--- src/rtl/core/wtsp_pkg.sv ---
// Shared types and constants for the world-to-screen projector.
`timescale 1ns / 1ps
`default_nettype none
package wtsp_pkg;

    localparam int COORD_W = 32;
    localparam int PROD_W  = 64;
    localparam int CLIP_W  = 67;
    localparam int NUM_W   = 68;
    localparam int REM_W   = 68;
    localparam int N_W     = 98;
    localparam int Q_W     = 32;
    localparam int FRAC_W  = 16;
    localparam int CFG_IDX_W  = 3;
    localparam int CFG_DATA_W = 64;

    localparam logic [Q_W-1:0] SENTINEL = 32'hD8F0_0000;
    localparam logic [Q_W-1:0] SAT_POS  = 32'h7FFF_FFFF;
    localparam logic [Q_W-1:0] SAT_NEG  = 32'h8000_0000;

    typedef struct packed {
        logic signed [CLIP_W-1:0] cx;
        logic signed [CLIP_W-1:0] cy;
        logic signed [CLIP_W-1:0] cw;
    } clip_t;

    typedef struct packed {
        logic [REM_W-1:0] r;
        logic [Q_W-1:0]   q;
        logic [Q_W-1:0]   nlow;
        logic             ovf;
        logic             neg;
    } div_lane_t;

    typedef struct packed {
        div_lane_t        lx;
        div_lane_t        ly;
        logic [NUM_W-1:0] d;
        logic             zero;
    } div_item_t;

endpackage
`default_nettype wire

--- src/rtl/core/wtsp_fifo.sv ---
// Four-entry queue of clip coordinates between front and back end.
`timescale 1ns / 1ps
`default_nettype none
module wtsp_fifo
    import wtsp_pkg::*;
(
    input  wire logic  clk,
    input  wire logic  rst_n,
    input  wire logic  wr,
    input  wire clip_t wr_data,
    output logic       q_full,
    input  wire logic  rd,
    output clip_t      rd_data,
    output logic       q_empty
);

    clip_t       mem_reg [4];
    logic [1:0]  wp_reg, rp_reg;
    logic [2:0]  cnt_reg;
    logic        do_wr, do_rd;

    assign q_full  = (cnt_reg == 3'd4);
    assign q_empty = (cnt_reg == 3'd0);
    assign do_wr   = wr && !q_full;
    assign do_rd   = rd && !q_empty;
    assign rd_data = mem_reg[rp_reg];

    always_ff @(posedge clk or negedge rst_n)
    begin
        if (!rst_n)
        begin
            wp_reg  <= '0;
            rp_reg  <= '0;
            cnt_reg <= '0;
        end
        else
        begin
            if (do_wr)
                wp_reg <= wp_reg + 2'd1;
            if (do_rd)
                rp_reg <= rp_reg + 2'd1;
            if (do_wr && !do_rd)
                cnt_reg <= cnt_reg + 3'd1;
            else if (do_rd && !do_wr)
                cnt_reg <= cnt_reg - 3'd1;
        end
    end

    always_ff @(posedge clk)
    begin
        if (do_wr)
            mem_reg[wp_reg] <= wr_data;
    end

endmodule
`default_nettype wire

--- config.mk ---
export PLATFORM = sky130hd
export DESIGN_NAME = wtsp_fifo
export DESIGN_NICKNAME = d
export VERILOG_FILES = /design/src/rtl/core/wtsp_pkg.sv /design/src/rtl/core/wtsp_fifo.sv
export SDC_FILE = /design/constraint.sdc
export NUM_CORES = 1
export LEC_CHECK = 0
export ABC_AREA = 1
export BUFFER_PORTS_ARGS = -buffer_cell sky130_fd_sc_hd__buf_2
export CAP_MARGIN = 20
export CORE_UTILIZATION = 55
export DETAILED_ROUTE_END_ITERATION = 16
export PLACE_DENSITY = 0.75
export SYNTH_ARGS = -nofsm -noshare
export SYNTH_HDL_FRONTEND = slang
export SYNTH_SLANG_ARGS = --single-unit
--- constraint.sdc ---
create_clock -name clk -period 11.96 [get_ports clk]
set_clock_uncertainty 0.15 [all_clocks]
set_input_delay 3.588 -clock clk [delete_from_list [all_inputs] [get_ports clk]]
set_output_delay 3.588 -clock clk [all_outputs]
set_load 0.02 [all_outputs]
---- Yosys cells after proc, flatten, opt, wreduce, memory -nomap -nowiden ----
Memories as Yosys holds them, arrays and structs flattened.
Index checks and enable logic that the tools add are counted.
cells by class
  multiplexer cells ....................... 4
  eq/ne operators ......................... 1
  reduce and logical (&&, ||, !) cells .... 10
  add/subtract/negate cells ............... 4
operator list
  cell                   count
  $mux W3                2
  $add A2 B1 Y2 const B  2
  $logic_and A1 B1 Y1    4
  $logic_not A1 Y1       4
  $add A3 B1 Y3 const B  1
  $eq A3 B3 Y1 const B   1
  $logic_not A3 Y1       1
  $sub A3 B1 Y3 const B  1
  $mux W1                2
  $reduce_bool A2 Y1     1
word-level totals
  input bits .............................. 205
  memory bits (writable) .................. 804
  register bits after elaboration ......... 7
  output and inout port bits .............. 203
  logic and storage cells ................. 23
  memories ................................ 1
memory list
  name     words  bits a word  rd ports  clocked after Yosys merged registers in  write ports  line             source
  mem_reg  4      201          1         0                                        1            wtsp_fifo.sv:17  clip_t mem_reg [4];

---- Longest topological paths before layout ----
  word-level depth ........................ 7
  depth in mapped cells ................... 12
  gate-level depth less buffers ........... 12

---- Worst setup path before layout ----
Ideal clock, no wire load.
  kind .................................... input to register
  start point ............................. input wr
  end point ............................... memory mem_reg[0][0] (netlist bit) (enable)
  setup time .............................. 0.767 ns
  arrival ................................. 12.063 ns
  required time ........................... 11.043 ns
  cell stages on the path ................. 2
  setup slack ............................. -1.020 ns
  path buffers ............................ 0
  cell sequence ........................... nand2_1 > nor2_1
on the way
  longest elaborated chain between the ends .. 3
ends and longest elaborated chain
  element                        line             source
  start, declared                wtsp_fifo.sv:9   input wire logic wr,
  $logic_and A1 B1 Y1            wtsp_fifo.sv:24  assign do_wr = wr && !q_full;
  $mux W1                        wtsp_fifo.sv:51  if (do_wr)
  $mux W1 (implied by the code)  wtsp_fifo.sv:52  mem_reg[wp_reg] <= wr_data;
  end, declared                  wtsp_fifo.sv:17
Every way passes these cells.

==> impl_results.md <==
- Nets: ~3.0k
- Antenna-violating nets left: 0
- Initial Util: 0.5566
- Grt peak-use layer: met2
- Vias in the first global route: roughly 19k
- Die height: roughly 240 um
- Total of max-cap violations: 0
- Simple-gate portion of the synthesized area: 0.07449
- Setup Viol. Count Final: 0
- Die width: 243.4 um
- Most frequent CP cell: nand2_1
- Flops & latches, synth: 811
- Setup bufs post-CTS: 0
- CP Max Fanout: 253
- Root buffer cell: clkbuf_16
- WP data arrival: 3.41 ns
- Max Buffers Root-to-Sink: 3
- Hold Fails Final Rpt: 0
- Average cell area after synthesis: roughly 13 um2
- Met1 usage: 0.2718
- DIE AREA: 59240 um2
- Area growth syn-to-layout: 15.97%
- Most common cell after layout, fill and taps aside: edfxtp_1
- Avg WL per Cell: 18.00 um
- Via count: 19.15k
- Grt met2 use: 0.3798
- Unrepaired setup endpoints after global routing: no
- Clock transition at the registers of the reported paths: 0.06 ns
- Fillers: 4070
- Relative slew slack: 0.2471
- Slew of the pin with the lowest slew margin: 1.129 ns
- Post-synthesis mux area share: 0
- WP data required: 8.22 ns
- Commonest cells after routing, fill and taps aside: edfxtp_1, nand2_1, inv_1
- Yosys warnings: 0
- Synth Cell Area: 32050 um2
- Peak VDD IR: 180.6 uV
- Clk sinks: 811
- Largest area contributor in the netlist: edfxtp_1
- Final period util: 0.5974
- Post-CTS sizing: 0
- First-pass iteration count of the detailed router: 5
- # IOs: approximately 400
- Worst path top cell family by delay: buffers and inverters
- Final min period: between 7 and 8 ns
- Met3 Resource Use GR: 0.05695
- Crit start category: register
- CTS buffer count: between 80 and 90
- Port Buffer Count: 407
- Synth Area in Adders: 0.002577
- Worst-Skew Late Latency: about 0.60 ns
- Sequential cell area: 24320 um2
- Initial antenna violation count: 21
- Synth Area in XOR/XNOR: 0.0002733
- Max Clock Freq: roughly 140 MHz
- CP Capture Type: primary output
- Pwr/cell area: 258.2 nW/um2
- Gate Count Post-Synth: approximately 2.4k
- Crit path kind: reg2out
- Slowest cell on crit path: buf_12
- GRT Overall Usage: 0.2221
- Yosys cell types: 16
- Hold-fix buffer count after cts: 0
- Via/cell ratio: 5.273
- Ranking of synthesized cells by area: edfxtp_1, o211ai_1, nand2_1
- Setup TNS: 0 ns
- Largest net degree at the start of global routing: 257
- Pleak: 14.91 nW
- H-tree Lvls: 3
- Global route overflow: 0
- Power, Total: ~9.6 mW
- DR DRC count: 0
- Largest family of logic cells by synthesized area: compound AO/OA/AOI/OAI gates
- Compound-Gate Fraction of Synth Area: 0.09432
- Worst Hold Class: reg2reg
- Routed wire length: 65370 um
- Multi-input gate area: 5532 um2
- TritonCTS clock tree: built
- Max-slew violations: 0
- Yosys top cell area share: 0.7533
- RePlAce Congestion: 0.7950
- CP peak stage delay: roughly 0.67 ns
- Status: complete, no violations
- DRT iter0 DRCs: roughly 1.3k
- Worst path bufs/invs: 3
- Syn nets: 2618
- First-pass GRT wire length: approximately 100000 um
- CP Cell Sequence: inv_8 > buf_12 > nand2_1 > o211ai_1 > nand2_1 > buf_2
- Seq/Total Area, Yosys: 0.7588
- Site row count: 88
- Max FFs per register: around 800
- Floorplan core area: 57590 um2
- Hpwl dp: 37980 um
- Layout cells sized above 1: 0.1879
==> metrics by stage <==
stage | util | instance area (um2) | worst slack (ns) | hold slack, ns | std cells
3_5_place_dp | 0.6009 | 34610 | 5.246 | 0.3591 | 3463
5_1_grt | 0.6449 | 37140 | 4.616 | 0.4028 | 3620
2_1_floorplan | - | 32050 | -1.020 | 0.3128 | 2407
3_3_place_gp | 0.6009 | 34610 | 5.258 | 0.3276 | 3463
4_1_cts | 0.6436 | 37060 | 4.762 | 0.3731 | 3610
6_report | 0.6454 | 37170 | 4.815 | 0.3814 | 3631
==> logic make-up (layout without fill, tap and decap cells) <==
kind of cell,count (synthesis),count (layout)
buf+inv,553,993
other cells,0,19
fa+ha+maj,6,6
xor+xnor,1,1
compound gates,403,403
flops,811,811
simple gates,633,633
==> power breakdown <==
group	total (mW)	internal, mW	switching [mW]
registers	3.86	3.74	0.119
logic	3.39	0.935	2.46
clock network	2.35	1.35	0.997
total	9.60	6.02	3.57
==> cells in the mapped netlist <==
cell / count
o211ai_1: 402
o21ai_0: 1
inv_1: 418
inv_2: 1
edfxtp_1: 804
nand3_1: 7
ha_1: 5
nand2_1: 621
xnor2_1: 1
nand4_1: 1
dfrtp_1: 7
fa_1: 1
nor2_1: 4
clkbuf_1: 36
buf_6: 5
buf_2: 93
==> metal layers <==
metal / routed length (um) / vias to the layer above
li1: - / 9221
met1: 25710 / 9230
met3: 5334 / 127
met5: 106 / -
met2: 32590 / 550
met4: 1629 / 18
==> final timing paths <==
kind	from	end	cells past startpoint	slack, ns
hold / removal	cnt_reg[2]	cnt_reg[2]	2	0.38
max in group asynchronous	rst_n	rp_reg[1]	1	8.80
hold reg to reg	cnt_reg[2]	cnt_reg[2]	2	0.38
setup reg to reg	cnt_reg[0]	mem_reg[3][6]	6	8.31
setup / recovery	rp_reg[0]	rd_data[86]	6	4.82
min in group asynchronous	rst_n	wp_reg[1]	1	2.67
==> worst reg2reg max path, delay by kind of cell (launching register included) <==
kind / cells / cell delay, ns
buffers and inverters: 3 / 1.73
flip-flops: 1 / 0.42
AND/OR/NAND/NOR: 3 / 0.93
==> layout make-up <==
type | instances | share of cell area
Antenna cell | 19 | 0.001279
Timing Repair Buffer | 427 | 0.06093
Multi-Input combinational cell | 1043 | 0.1488
Inverter | 419 | 0.04265
Clock inverter | 42 | 0.007473
Clock buffer | 105 | 0.05868
Tap cell | 765 | 0.02575
Sequential cell | 811 | 0.6544
No activity file was read; power rests on OpenSTA's default activity.
